### config.mk
export PLATFORM = sky130hd
export DESIGN_NAME = rsp_packet_framer
export DESIGN_NICKNAME = d
export VERILOG_FILES = /design/src/design/rspf_pkg.sv /design/src/design/rsp_packet_framer.sv
export SDC_FILE = /design/constraint.sdc
export NUM_CORES = 1
export LEC_CHECK = 0
export BUFFER_PORTS_ARGS = -buffer_cell sky130_fd_sc_hd__buf_2
export CAP_MARGIN = 0
export CORE_UTILIZATION = 40
export CTS_CLUSTER_DIAMETER = 50
export DETAILED_ROUTE_END_ITERATION = 16
export PLACE_DENSITY = 0.66
export REMOVE_ABC_BUFFERS = 1
export SLEW_MARGIN = 0
export SYNTH_ARGS = -nofsm -noshare
export SYNTH_HDL_FRONTEND = slang
export SYNTH_SLANG_ARGS = --single-unit
### constraint.sdc
create_clock -name clk_i -period 5.7 [get_ports clk_i]
set_input_delay 0.57 -clock clk_i [delete_from_list [all_inputs] [get_ports clk_i]]
set_output_delay 0.57 -clock clk_i [all_outputs]
set_load 0.01 [all_outputs]
### src/design/rspf_pkg.sv
// ----------------------------------------------------------------------------
// rspf_pkg
// Shared types, codes and helpers for the serial debug packet framer.
// ----------------------------------------------------------------------------
`default_nettype none

package rspf_pkg;

  localparam int unsigned MaxPayloadDefault = 1024;

  localparam int unsigned RxCountWidth = 11;
  localparam int unsigned TxCountWidth = 12;
  localparam int unsigned MaxResults   = 4;

  // input commands
  localparam logic [1:0] CMD_RX_BYTE = 2'd0;
  localparam logic [1:0] CMD_TX_BYTE = 2'd1;
  localparam logic [1:0] CMD_TX_END  = 2'd2;

  // result kinds
  localparam logic [2:0] KIND_LINK   = 3'd0;
  localparam logic [2:0] KIND_RXBYTE = 3'd1;
  localparam logic [2:0] KIND_END    = 3'd2;
  localparam logic [2:0] KIND_RETX   = 3'd3;
  localparam logic [2:0] KIND_ERROR  = 3'd4;

  // packet end status
  localparam logic [2:0] ST_GOOD     = 3'd0;
  localparam logic [2:0] ST_BAD_SUM  = 3'd1;
  localparam logic [2:0] ST_BAD_HEX  = 3'd2;
  localparam logic [2:0] ST_TOO_LONG = 3'd3;
  localparam logic [2:0] ST_DANGLING = 3'd4;
  localparam logic [2:0] ST_INTR     = 3'd5;

  // framing characters
  localparam logic [7:0] CH_START  = 8'h24;  // $
  localparam logic [7:0] CH_END    = 8'h23;  // #
  localparam logic [7:0] CH_STAR   = 8'h2a;  // *
  localparam logic [7:0] CH_ESC    = 8'h7d;  // }
  localparam logic [7:0] CH_INTR   = 8'h03;
  localparam logic [7:0] CH_ACK    = 8'h2b;  // +
  localparam logic [7:0] CH_NAK    = 8'h2d;  // -
  localparam logic [7:0] ESC_XOR   = 8'h20;

  typedef struct packed {
    logic [1:0] cmd;
    logic [7:0] data_byte;
  } in_item_t;

  typedef struct packed {
    logic [2:0] kind;
    logic [7:0] out_byte;
    logic [2:0] status;
    logic       last_of_run;
  } out_item_t;

  typedef struct packed {
    logic       ok;
    logic [3:0] val;
  } hex_t;

  function automatic hex_t hex_decode(input logic [7:0] c);
    hex_t h;
    h.ok  = 1'b1;
    h.val = 4'd0;
    case (c) inside
      [8'h30:8'h39]: h.val = 4'(c - 8'h30);
      [8'h61:8'h66]: h.val = 4'(c - 8'h57);
      [8'h41:8'h46]: h.val = 4'(c - 8'h37);
      default:       h.ok  = 1'b0;
    endcase
    return h;
  endfunction

  // lowercase hex digit
  function automatic logic [7:0] hex_lower(input logic [3:0] v);
    logic [7:0] c;
    if (v < 4'd10) begin
      c = 8'h30 + {4'd0, v};
    end else begin
      c = 8'h57 + {4'd0, v};
    end
    return c;
  endfunction

endpackage

`default_nettype wire

### src/design/rsp_packet_framer.sv
// ----------------------------------------------------------------------------
// rsp_packet_framer
// Frames and deframes "$payload#xx" serial debug packets one byte per item.
// ----------------------------------------------------------------------------
//
//   channel  direction  handshake               payload
//   in       input      in_valid_i / in_stall_o   in_data_i  (cmd, data_byte)
//   out      output     out_valid_o / out_stall_i out_data_o (kind, out_byte,
//                                                   status, last_of_run)
//
// An item waits in the input register until the bank is free, then its 0 to 4
// results are worked out in one pass and loaded into the result register bank.
// The bank hands out one result per cycle while out_stall_i is low; items with
// one result run at one per cycle while out_stall_i is low.
// The input register takes one more item while the bank still drains, then stalls.
// Reset clears all framer state and empties both registers.
//
`default_nettype none

module rsp_packet_framer #(
  parameter int unsigned MaxPayload = rspf_pkg::MaxPayloadDefault
) (
  input  wire                 clk_i,
  input  wire                 rst_ni,
  input  wire                 in_valid_i,
  output logic                in_stall_o,
  input  rspf_pkg::in_item_t  in_data_i,
  output logic                out_valid_o,
  input  wire                 out_stall_i,
  output rspf_pkg::out_item_t out_data_o
);

  import rspf_pkg::*;

  localparam int unsigned SerialLimit = 2 * MaxPayload + 8;

  localparam logic [1:0] PH_HUNT = 2'd0;
  localparam logic [1:0] PH_DATA = 2'd1;
  localparam logic [1:0] PH_HEX1 = 2'd2;
  localparam logic [1:0] PH_HEX2 = 2'd3;

  // framer state
  logic [1:0]              rx_phase_q, rx_phase_d;
  logic                    rx_escape_q, rx_escape_d;
  logic [7:0]              rx_sum_q, rx_sum_d;
  logic [3:0]              rx_hi_q, rx_hi_d;
  logic [RxCountWidth-1:0] rx_count_q, rx_count_d;
  logic                    in_flight_q, in_flight_d;
  logic                    tx_started_q, tx_started_d;
  logic [7:0]              tx_sum_q, tx_sum_d;
  logic [TxCountWidth-1:0] tx_count_q, tx_count_d;

  // input register
  logic     in_vld_q;
  in_item_t in_q;

  // result bank
  out_item_t  bnd_q [MaxResults];
  logic [2:0] bnd_cnt_q;
  logic [1:0] bnd_idx_q;

  out_item_t  res [MaxResults];
  logic [2:0] res_n;

  logic take, last_take, bnd_free, advance, in_accept;

  assign out_valid_o = (bnd_cnt_q != 3'd0);
  assign out_data_o  = bnd_q[bnd_idx_q];
  assign take        = out_valid_o && !out_stall_i;
  assign last_take   = take && ({1'b0, bnd_idx_q} == (bnd_cnt_q - 3'd1));
  assign bnd_free    = (bnd_cnt_q == 3'd0) || last_take;
  assign advance     = in_vld_q && bnd_free;
  assign in_stall_o  = in_vld_q && !bnd_free;
  assign in_accept   = in_valid_i && !in_stall_o;

  logic [7:0]  b;
  logic [7:0]  c;
  logic        special;
  hex_t        hx;
  logic [2:0]  fin_st;
  logic        fin;
  logic [2:0]  need;
  logic [12:0] tx_total;
  logic [7:0]  esc_b;

  always_comb begin
    b           = in_q.data_byte;
    c           = b;
    esc_b       = b ^ ESC_XOR;
    special     = (b == CH_START) || (b == CH_END) || (b == CH_STAR) || (b == CH_ESC);
    hx          = hex_decode(b);
    fin         = 1'b0;
    fin_st      = ST_GOOD;
    need        = 3'd0;
    tx_total    = 13'd0;
    res_n       = 3'd0;
    for (int i = 0; i < MaxResults; i++) begin
      res[i] = '0;
    end

    rx_phase_d   = rx_phase_q;
    rx_escape_d  = rx_escape_q;
    rx_sum_d     = rx_sum_q;
    rx_hi_d      = rx_hi_q;
    rx_count_d   = rx_count_q;
    in_flight_d  = in_flight_q;
    tx_started_d = tx_started_q;
    tx_sum_d     = tx_sum_q;
    tx_count_d   = tx_count_q;

    case (in_q.cmd)
      CMD_RX_BYTE: begin
        case (rx_phase_q)
          PH_HUNT: begin
            if (in_flight_q) begin
              if (b == CH_ACK) begin
                in_flight_d = 1'b0;
              end else if (b == CH_NAK) begin
                res[0].kind = KIND_RETX;
                res_n = 3'd1;
              end
            end else if (b == CH_START) begin
              rx_phase_d  = PH_DATA;
              rx_escape_d = 1'b0;
              rx_sum_d    = 8'd0;
              rx_count_d  = '0;
              rx_hi_d     = 4'd0;
            end else if (b == CH_INTR) begin
              res[0].kind     = KIND_RXBYTE;
              res[0].out_byte = CH_INTR;
              res[1].kind     = KIND_END;
              res[1].status   = ST_INTR;
              res_n = 3'd2;
            end
          end
          PH_DATA: begin
            if (b == CH_END) begin
              if (rx_escape_q) begin
                fin    = 1'b1;
                fin_st = ST_DANGLING;
              end else begin
                rx_phase_d = PH_HEX1;
              end
            end else begin
              rx_sum_d = rx_sum_q + b;
              if (rx_escape_q || b != CH_ESC) begin
                // escaped byte or plain byte goes out as data unless the payload limit is hit
                if (rx_escape_q) begin
                  c = esc_b;
                  rx_escape_d = 1'b0;
                end
                if (rx_count_q >= RxCountWidth'(MaxPayload)) begin
                  fin    = 1'b1;
                  fin_st = ST_TOO_LONG;
                end else begin
                  res[0].kind     = KIND_RXBYTE;
                  res[0].out_byte = c;
                  res_n = 3'd1;
                  rx_count_d = rx_count_q + 1'b1;
                end
              end else begin
                rx_escape_d = 1'b1;
              end
            end
          end
          PH_HEX1: begin
            if (!hx.ok) begin
              fin    = 1'b1;
              fin_st = ST_BAD_HEX;
            end else begin
              rx_hi_d    = hx.val;
              rx_phase_d = PH_HEX2;
            end
          end
          default: begin
            fin = 1'b1;
            if (!hx.ok) begin
              fin_st = ST_BAD_HEX;
            end else if ({rx_hi_q, hx.val} != rx_sum_q) begin
              fin_st = ST_BAD_SUM;
            end else begin
              fin_st = ST_GOOD;
            end
          end
        endcase
        if (fin) begin
          res[0].kind     = KIND_END;
          res[0].status   = fin_st;
          res[1].kind     = KIND_LINK;
          res[1].out_byte = (fin_st == ST_GOOD) ? CH_ACK : CH_NAK;
          res_n       = 3'd2;
          rx_phase_d  = PH_HUNT;
          rx_escape_d = 1'b0;
        end
      end
      CMD_TX_BYTE, CMD_TX_END: begin
        need = {2'b00, !tx_started_q}
             + ((in_q.cmd == CMD_TX_BYTE) ? (special ? 3'd2 : 3'd1) : 3'd3);
        tx_total = (tx_started_q ? {1'b0, tx_count_q} : 13'd0) + {10'd0, need};
        if (!tx_started_q && in_flight_q) begin
          res[0].kind = KIND_ERROR;
          res_n = 3'd1;
        end else if (tx_total > 13'(SerialLimit)) begin
          res[0].kind  = KIND_ERROR;
          res_n        = 3'd1;
          tx_started_d = 1'b0;
          tx_sum_d     = 8'd0;
          tx_count_d   = '0;
        end else begin
          // fresh packet opens with the start character
          if (!tx_started_q) begin
            tx_sum_d   = 8'd0;
            tx_count_d = TxCountWidth'(1);
          end
          if (in_q.cmd == CMD_TX_BYTE) begin
            if (special) begin
              tx_sum_d   = tx_sum_d + CH_ESC + esc_b;
              tx_count_d = tx_count_d + TxCountWidth'(2);
            end else begin
              tx_sum_d   = tx_sum_d + b;
              tx_count_d = tx_count_d + TxCountWidth'(1);
            end
            tx_started_d = 1'b1;
          end else begin
            tx_count_d   = tx_count_d + TxCountWidth'(3);
            tx_started_d = 1'b0;
            in_flight_d  = 1'b1;
          end
          // result slots start after the optional start character
          if (!tx_started_q) begin
            res[0].kind     = KIND_LINK;
            res[0].out_byte = CH_START;
          end
          if (in_q.cmd == CMD_TX_BYTE) begin
            if (special) begin
              res[{1'b0, !tx_started_q}].kind     = KIND_LINK;
              res[{1'b0, !tx_started_q}].out_byte = CH_ESC;
              res[{1'b0, !tx_started_q} + 2'd1].kind     = KIND_LINK;
              res[{1'b0, !tx_started_q} + 2'd1].out_byte = esc_b;
            end else begin
              res[{1'b0, !tx_started_q}].kind     = KIND_LINK;
              res[{1'b0, !tx_started_q}].out_byte = b;
            end
          end else begin
            res[{1'b0, !tx_started_q}].kind     = KIND_LINK;
            res[{1'b0, !tx_started_q}].out_byte = CH_END;
            res[{1'b0, !tx_started_q} + 2'd1].kind     = KIND_LINK;
            res[{1'b0, !tx_started_q} + 2'd1].out_byte = hex_lower(tx_sum_d[7:4]);
            res[{1'b0, !tx_started_q} + 2'd2].kind     = KIND_LINK;
            res[{1'b0, !tx_started_q} + 2'd2].out_byte = hex_lower(tx_sum_d[3:0]);
          end
          res_n = need;
        end
      end
      default: begin
      end
    endcase

    for (int i = 0; i < MaxResults; i++) begin
      res[i].last_of_run = (3'(i) == (res_n - 3'd1));
    end
  end

  always_ff @(posedge clk_i or negedge rst_ni) begin
    if (!rst_ni) begin
      in_vld_q     <= 1'b0;
      bnd_cnt_q    <= 3'd0;
      bnd_idx_q    <= 2'd0;
      rx_phase_q   <= PH_HUNT;
      rx_escape_q  <= 1'b0;
      rx_sum_q     <= 8'd0;
      rx_hi_q      <= 4'd0;
      rx_count_q   <= '0;
      in_flight_q  <= 1'b0;
      tx_started_q <= 1'b0;
      tx_sum_q     <= 8'd0;
      tx_count_q   <= '0;
    end else begin
      if (in_accept) begin
        in_vld_q <= 1'b1;
      end else if (advance) begin
        in_vld_q <= 1'b0;
      end
      if (advance) begin
        bnd_cnt_q    <= res_n;
        bnd_idx_q    <= 2'd0;
        rx_phase_q   <= rx_phase_d;
        rx_escape_q  <= rx_escape_d;
        rx_sum_q     <= rx_sum_d;
        rx_hi_q      <= rx_hi_d;
        rx_count_q   <= rx_count_d;
        in_flight_q  <= in_flight_d;
        tx_started_q <= tx_started_d;
        tx_sum_q     <= tx_sum_d;
        tx_count_q   <= tx_count_d;
      end else if (last_take) begin
        bnd_cnt_q <= 3'd0;
        bnd_idx_q <= 2'd0;
      end else if (take) begin
        bnd_idx_q <= bnd_idx_q + 2'd1;
      end
    end
  end

  // payload registers
  always_ff @(posedge clk_i) begin
    if (in_accept) begin
      in_q <= in_data_i;
    end
    if (advance) begin
      for (int i = 0; i < MaxResults; i++) begin
        bnd_q[i] <= res[i];
      end
    end
  end

endmodule

`default_nettype wire
; ---- Word level (Yosys, flattened, before mapping)
; Memories as Yosys holds them, arrays and structs flattened.
; Cells that the tools add are included.
[op_classes]
n_mul = 0
add_sub_neg = 22
muxes = 166
order_cmp = 16
bitwise_logic = 5
n_reduce_logical = 43
n_eq_ne = 33
shifts = 0
n_div = 0
[op_table]
columns = operator, count
row1 = bitwise mux 60 bit, 10
row2 = 2-to-1 mux 8 bit, 24
row3 = demux 15 bit (select 2 bit), 6
row4 = 2-to-1 mux 12 bit, 11
row5 = 2-to-1 mux 60 bit, 2
row6 = 2-to-1 mux 57 bit, 2
row7 = 2-to-1 mux 11 bit, 9
row8 = 2-to-1 mux 3 bit, 22
row9 = one-hot mux 14 bit (2 select lines), 2
row10 = 2-to-1 mux 15 bit, 3
row11 = 2-to-1 mux 9 bit, 5
row12 = one-hot mux 11 bit (2 select lines), 2
row13 = == test 8 x 6 -> 1 bit (second input constant), 5
row14 = 2-to-1 mux 2 bit, 18
row15 = 2-to-1 mux 1 bit, 32
row16 = 2-to-1 mux 30 bit, 1
row17 = adder 12 x 2 -> 12 bit (second input constant), 2
row18 = adder 8 bit, 3
row19 = 2-to-1 mux 4 bit, 6
row20 = AND reduction 6 bit, 4
row21 = != test 2 bit (second input constant), 9
row22 = != test 3 bit (second input constant), 6
row23 = adder 7 x 4 -> 8 bit (first input constant), 2
row24 = >= comparator 8 x 7 -> 1 bit (second input constant), 2
row25 = other kinds (52), 97
[totals]
rom_bits = 0
output_inout_bits = 17
ram_bits = 60
ff_bits = 64
memories = 1
latch_bits = 0
wordCells = 300
[memory_table]
columns = memory, words, word_bits, rd, rd_clocked_by_memory_dff, wr, line
row1 = bnd_q, 4, 15, 1, 0, 4, rsp_packet_framer.sv:58  ; out_item_t bnd_q [MaxResults];

; ---- Longest topological paths before layout
[depth]
depth_word = 32
mapped_depth = 22
mapped_depth_nobuf = 18

; ---- Worst setup path before layout
; OpenSTA, ideal clock, no wires.
[synth_path]
kind = reg-to-reg
from = register in_q, in the netlist b[0]
to = memory bnd_q[0][7] (netlist bit) (data pin)
required_ns = 5.444
slack_ns = 0.683
t_arrival_ns = 4.760
synth_period_minus_slack_ns = 5.017
stages_incl_launch_ff = 22
n_path_buf = 4
setup_ns = 0.256
cell_sequence = edfxtp_1 clkbuf_1 inv_1 ha_1 mux2i_1 o21a_1 o21a_1 buf_2 buf_1 nand2_1 ha_1 inv_1 fa_1 xor2_1 a32o_1 o32ai_1 a311oi_1 a311oi_1 or2_1 buf_2 o21ai_0 a22o_1
[synth_lines]
columns = element, line
row1 = start: declaration, rsp_packet_framer.sv:55  ; in_item_t in_q;
row2 = start signal: assignment, rsp_packet_framer.sv:308  ; in_q <= in_data_i;
row3 = end: declaration, rsp_packet_framer.sv:58

==> results_dict.tcl <==
set metrics [dict create \
    synth_area_per_cell_um2 9.094 \
    final_min_period_over_clock_period 0.9073 \
    post-route-min-period_ns 5.172 \
    status "complete, no violations" \
    crit_path_end_kind "flop" \
    cell_with_the_most_instances_on_the_worst_path "sky130_fd_sc_hd__ha_1" \
    die_w_um 141.8 \
    routed_wirelength_mm 20.22 \
    hold_class "input pin to async pin" \
    p_per_area_nw_per_um2 402.1 \
    vdd_ir_drop_max_uv 181.7 \
    layout-area-overhead-vs-synth_pct 9.950 \
    post-route-worst-setup-slack_ns 0.5284 \
    drt-wirelength-per-cell_um 17.59 \
    worst_pin_slew_ns 0.9071 \
    detail-route-antenna-nets 0 \
    number_of_enable_flip_flop_cells_after_synthesis 53 \
    design.die.area_um2 20120 \
    gp_congestion 0.8604 \
    setup_tns_final_ns 0 \
    final-hold-violation-count 0 \
    rsz0062_at_grt "false" \
    design.final.nets 963 \
    post_synthesis_register_bit_count 107 \
    start_util 0.4126 \
    path_depth_of_the_worst_reg2reg_path 18 \
    relSlewSlack 0.3873 \
    clock_sinks 107 \
    use_met3 0.03611 \
    die-height_um 141.8 \
    fp-row-count 50 \
    dp_hpwl_mm 14.73 \
    cellLeakagePower_uw 0.003528 \
    cts_setup_buffers 0 \
    clk-insertion-delay-late_ns 0.36 \
    number_of_vias_in_the_routed_layout 6615 \
    core_region_area_um2 18960 \
    most_frequent_cells_in_the_layout "sky130_fd_sc_hd__nand2_1, sky130_fd_sc_hd__o21ai_0, sky130_fd_sc_hd__inv_1, sky130_fd_sc_hd__ha_1, sky130_fd_sc_hd__dfrtp_1" \
    count_of_warnings_emitted_by_yosys 0 \
    start_kind "flop" \
    drt_iter0_drc 659 \
    drt-pass1-iter-count 5 \
    cts_tree "done" \
    max_stage_delay_ns 0.60 \
    cp_data_arrival_time_ns 5.29 \
    cts.path.max_buffers 2 \
    grtUsageTotal 0.2080 \
    synth_cell_types 78 \
    finalClockSkew_ns 0.007576 \
    cts_inserted_buffers 9 \
    drv_cap 0 \
    global_route_wire_length_before_repair_mm 32.62 \
    finalSetupViolCount 0 \
    path_cells "inv_1 > ha_1 > mux2i_1 > o21a_1 > o21ai_2 > nand2_1 > ha_1 > ha_1 > inv_1 > fa_1 > xor2_1 > a32o_1 > o32ai_1 > a311oi_1 > a311oi_2 > or2_1 > o21ai_0 > a22o_1" \
    reg2reg_from "b[0]" \
    syn-instance-count 860 \
    worst_setup_hold_path_clk_slew_ns 0.08 \
    antenna_cells 0 \
    ff2ff_setup_slack_ns 0.53 \
    crit_slowest_cell "sky130_fd_sc_hd__a311oi_2" \
    mostFrequentLayoutCell "sky130_fd_sc_hd__nand2_1" \
    reg2reg_to "bnd_q[0][7]" \
    maxClockFrequency_mhz 193.4 \
    grtUsageMet1 0.2990 \
    io_pins 31 \
    grt_pass1_vias 6178 \
    dp_slack_ns 0.3872 \
    use_met2 0.3249 \
    synth_async_sr_flop_share 0.5047 \
    crit_required_ns 5.82 \
    ys_dominant_reg_cell "sky130_fd_sc_hd__dfrtp_1" \
    netlist_area_before_placement_um2 7821 \
    type_of_the_setup_path_with_the_least_slack "flop to flop" \
    clockRootBuffer "sky130_fd_sc_hd__clkbuf_16" \
    number_of_antenna_violations_at_the_first_check_in_global_routing 0 \
    fraction_of_final_layout_cells_with_drive_strength_greater_than_1 0.1067 \
    numPortBuffers 30 \
    synth_seq_area_share 0.3763 \
    drc 0 \
    hold_bufs_inserted_after_cts 0 \
    worstPathMaxFanout 11 \
    residual_overflow_from_global_routing 0 \
    ctsHtreeMaxLevel 3 \
    grt_most_used_layer "met2" \
    vias_per_cell 5.752 \
    grt_start_max_net_pins 55 \
    slew_viol_final 0 \
]
-- cell families after synthesis --
group | share of synthesized area
mux | 0.03839
flops | 0.3763
buf+inv | 0.05167
other cells | 0.0004795
fa+ha+maj | 0.1072
xor+xnor | 0.03247
simple gates | 0.1849
compound gates | 0.2086
-- timing repair --
item,4_1_cts,5_1_grt
setup endpoints to repair,0,2
resized for setup,0,2
hold endpoints to repair,0,0
-- stage by stage --
stage | cells | cell area [um^2] | hold WS, ns | power (uW) | utilization
after CTS | 1150 | 8584 | 0.3738 | 3454 | 0.4529
after global routing | 1150 | 8600 | 0.3750 | 3696 | 0.4537
after global placement | 1134 | 8299 | 0.4527 | 2811 | 0.4378
final | 1150 | 8600 | 0.3623 | 3458 | 0.4537
after floorplan | 822 | 7657 | 0.2744 | 2326 | -
after detailed placement | 1134 | 8299 | 0.4756 | 2836 | 0.4378
-- worst max-delay path: cells and delay by family (launching register included) --
family / cells / cell delay (ns)
adders and majority gates: 4 / 1.27
muxes: 1 / 0.09
and+or+nand+nor: 2 / 0.56
xor gates and xnor gates: 1 / 0.19
buffers and inverters: 2 / 0.35
AOI/OAI and AO/OA: 8 / 1.94
DFF: 1 / 0.52
-- where the power goes --
| group | internal [uW] | switching (uW) |
|---|---|---|
| clock network | 304 | 308 |
| registers | 1110 | 171 |
| logic | 603 | 958 |
-- layer usage --
metal | share of wire | vias to the layer above
met5 | 0 | -
met4 | 0.014 | 0
met3 | 0.058 | 23
met2 | 0.46 | 229
met1 | 0.47 | 3175
li1 | - | 3188
-- how the worst max path moves through the flow --
stage | from | to | slack (ns)
floorplan | b[6] | bnd_q[0][7] | 0.57
global placement | b[0] | bnd_q[0][7] | 0.59
detailed placement | b[0] | bnd_q[0][7] | 0.39
CTS | b[0] | bnd_q[0][7] | 0.36
global route | b[0] | bnd_q[0][7] | 0.16
finish | b[0] | bnd_q[0][7] | 0.53
-- state kept, by name (all words and copies together), names as in the netlist --
name and count:
rx_phase_q 2, bnd_cnt_q 3, bnd_q 43, in_flight_q 1, tx_started_q 1, bnd_idx_q 2
rx_sum_q 8, rx_count_q 11, b 8, in_q 2, tx_count_q 12, tx_sum_q 8
rx_hi_q 4, rx_escape_q 1, in_vld_q 1
-- final cells by class --
type                            count  area, um^2
Clock inverter                      7       60.06
Clock buffer                        9       225.2
Inverter                           59       221.5
Tap cell                          260       325.3
Timing Repair Buffer               52       315.3
Fill cell                        1829       10360
Multi-Input combinational cell    656        4509
Sequential cell                   107        2943
-- synth_stat cells (5+ instances only) --
master                     instances  share of area
sky130_fd_sc_hd__nand2_1         111          0.053
sky130_fd_sc_hd__o21ai_0          61          0.039
sky130_fd_sc_hd__ha_1             59          0.094
sky130_fd_sc_hd__inv_1            59          0.028
sky130_fd_sc_hd__dfrtp_1          54           0.17
sky130_fd_sc_hd__edfxtp_1         53           0.20
sky130_fd_sc_hd__nor2_1           44          0.021
sky130_fd_sc_hd__a21oi_1          41          0.026
sky130_fd_sc_hd__nand3_1          39          0.025
sky130_fd_sc_hd__clkbuf_1         20         0.0096
sky130_fd_sc_hd__o31ai_1          19          0.018
sky130_fd_sc_hd__xnor2_1          19          0.021
sky130_fd_sc_hd__nor3_1           17          0.011
sky130_fd_sc_hd__a31oi_1          14          0.011
sky130_fd_sc_hd__buf_2            14         0.0090
sky130_fd_sc_hd__mux2i_1          12          0.015
sky130_fd_sc_hd__o21a_1           11          0.011
sky130_fd_sc_hd__a21o_1           10         0.0096
sky130_fd_sc_hd__xor2_1           10          0.011
sky130_fd_sc_hd__and2_1            9         0.0072
sky130_fd_sc_hd__nand2b_1          9         0.0072
sky130_fd_sc_hd__nor2b_1           9         0.0072
sky130_fd_sc_hd__a211oi_1          8         0.0077
sky130_fd_sc_hd__buf_1             8         0.0038
sky130_fd_sc_hd__mux4_2            8          0.023
sky130_fd_sc_hd__nand4_1           8         0.0064
sky130_fd_sc_hd__a211o_1           7         0.0078
sky130_fd_sc_hd__and3_1            7         0.0056
sky130_fd_sc_hd__nor4_1            7         0.0056
sky130_fd_sc_hd__o22ai_1           7         0.0056
sky130_fd_sc_hd__or4_1             7         0.0067
sky130_fd_sc_hd__a21boi_0          6         0.0058
sky130_fd_sc_hd__a22o_1            5         0.0056
sky130_fd_sc_hd__a32o_1            5         0.0064
sky130_fd_sc_hd__fa_1              5          0.013
sky130_fd_sc_hd__or3_1             5         0.0040
No activity file was read; power rests on OpenSTA's default activity.
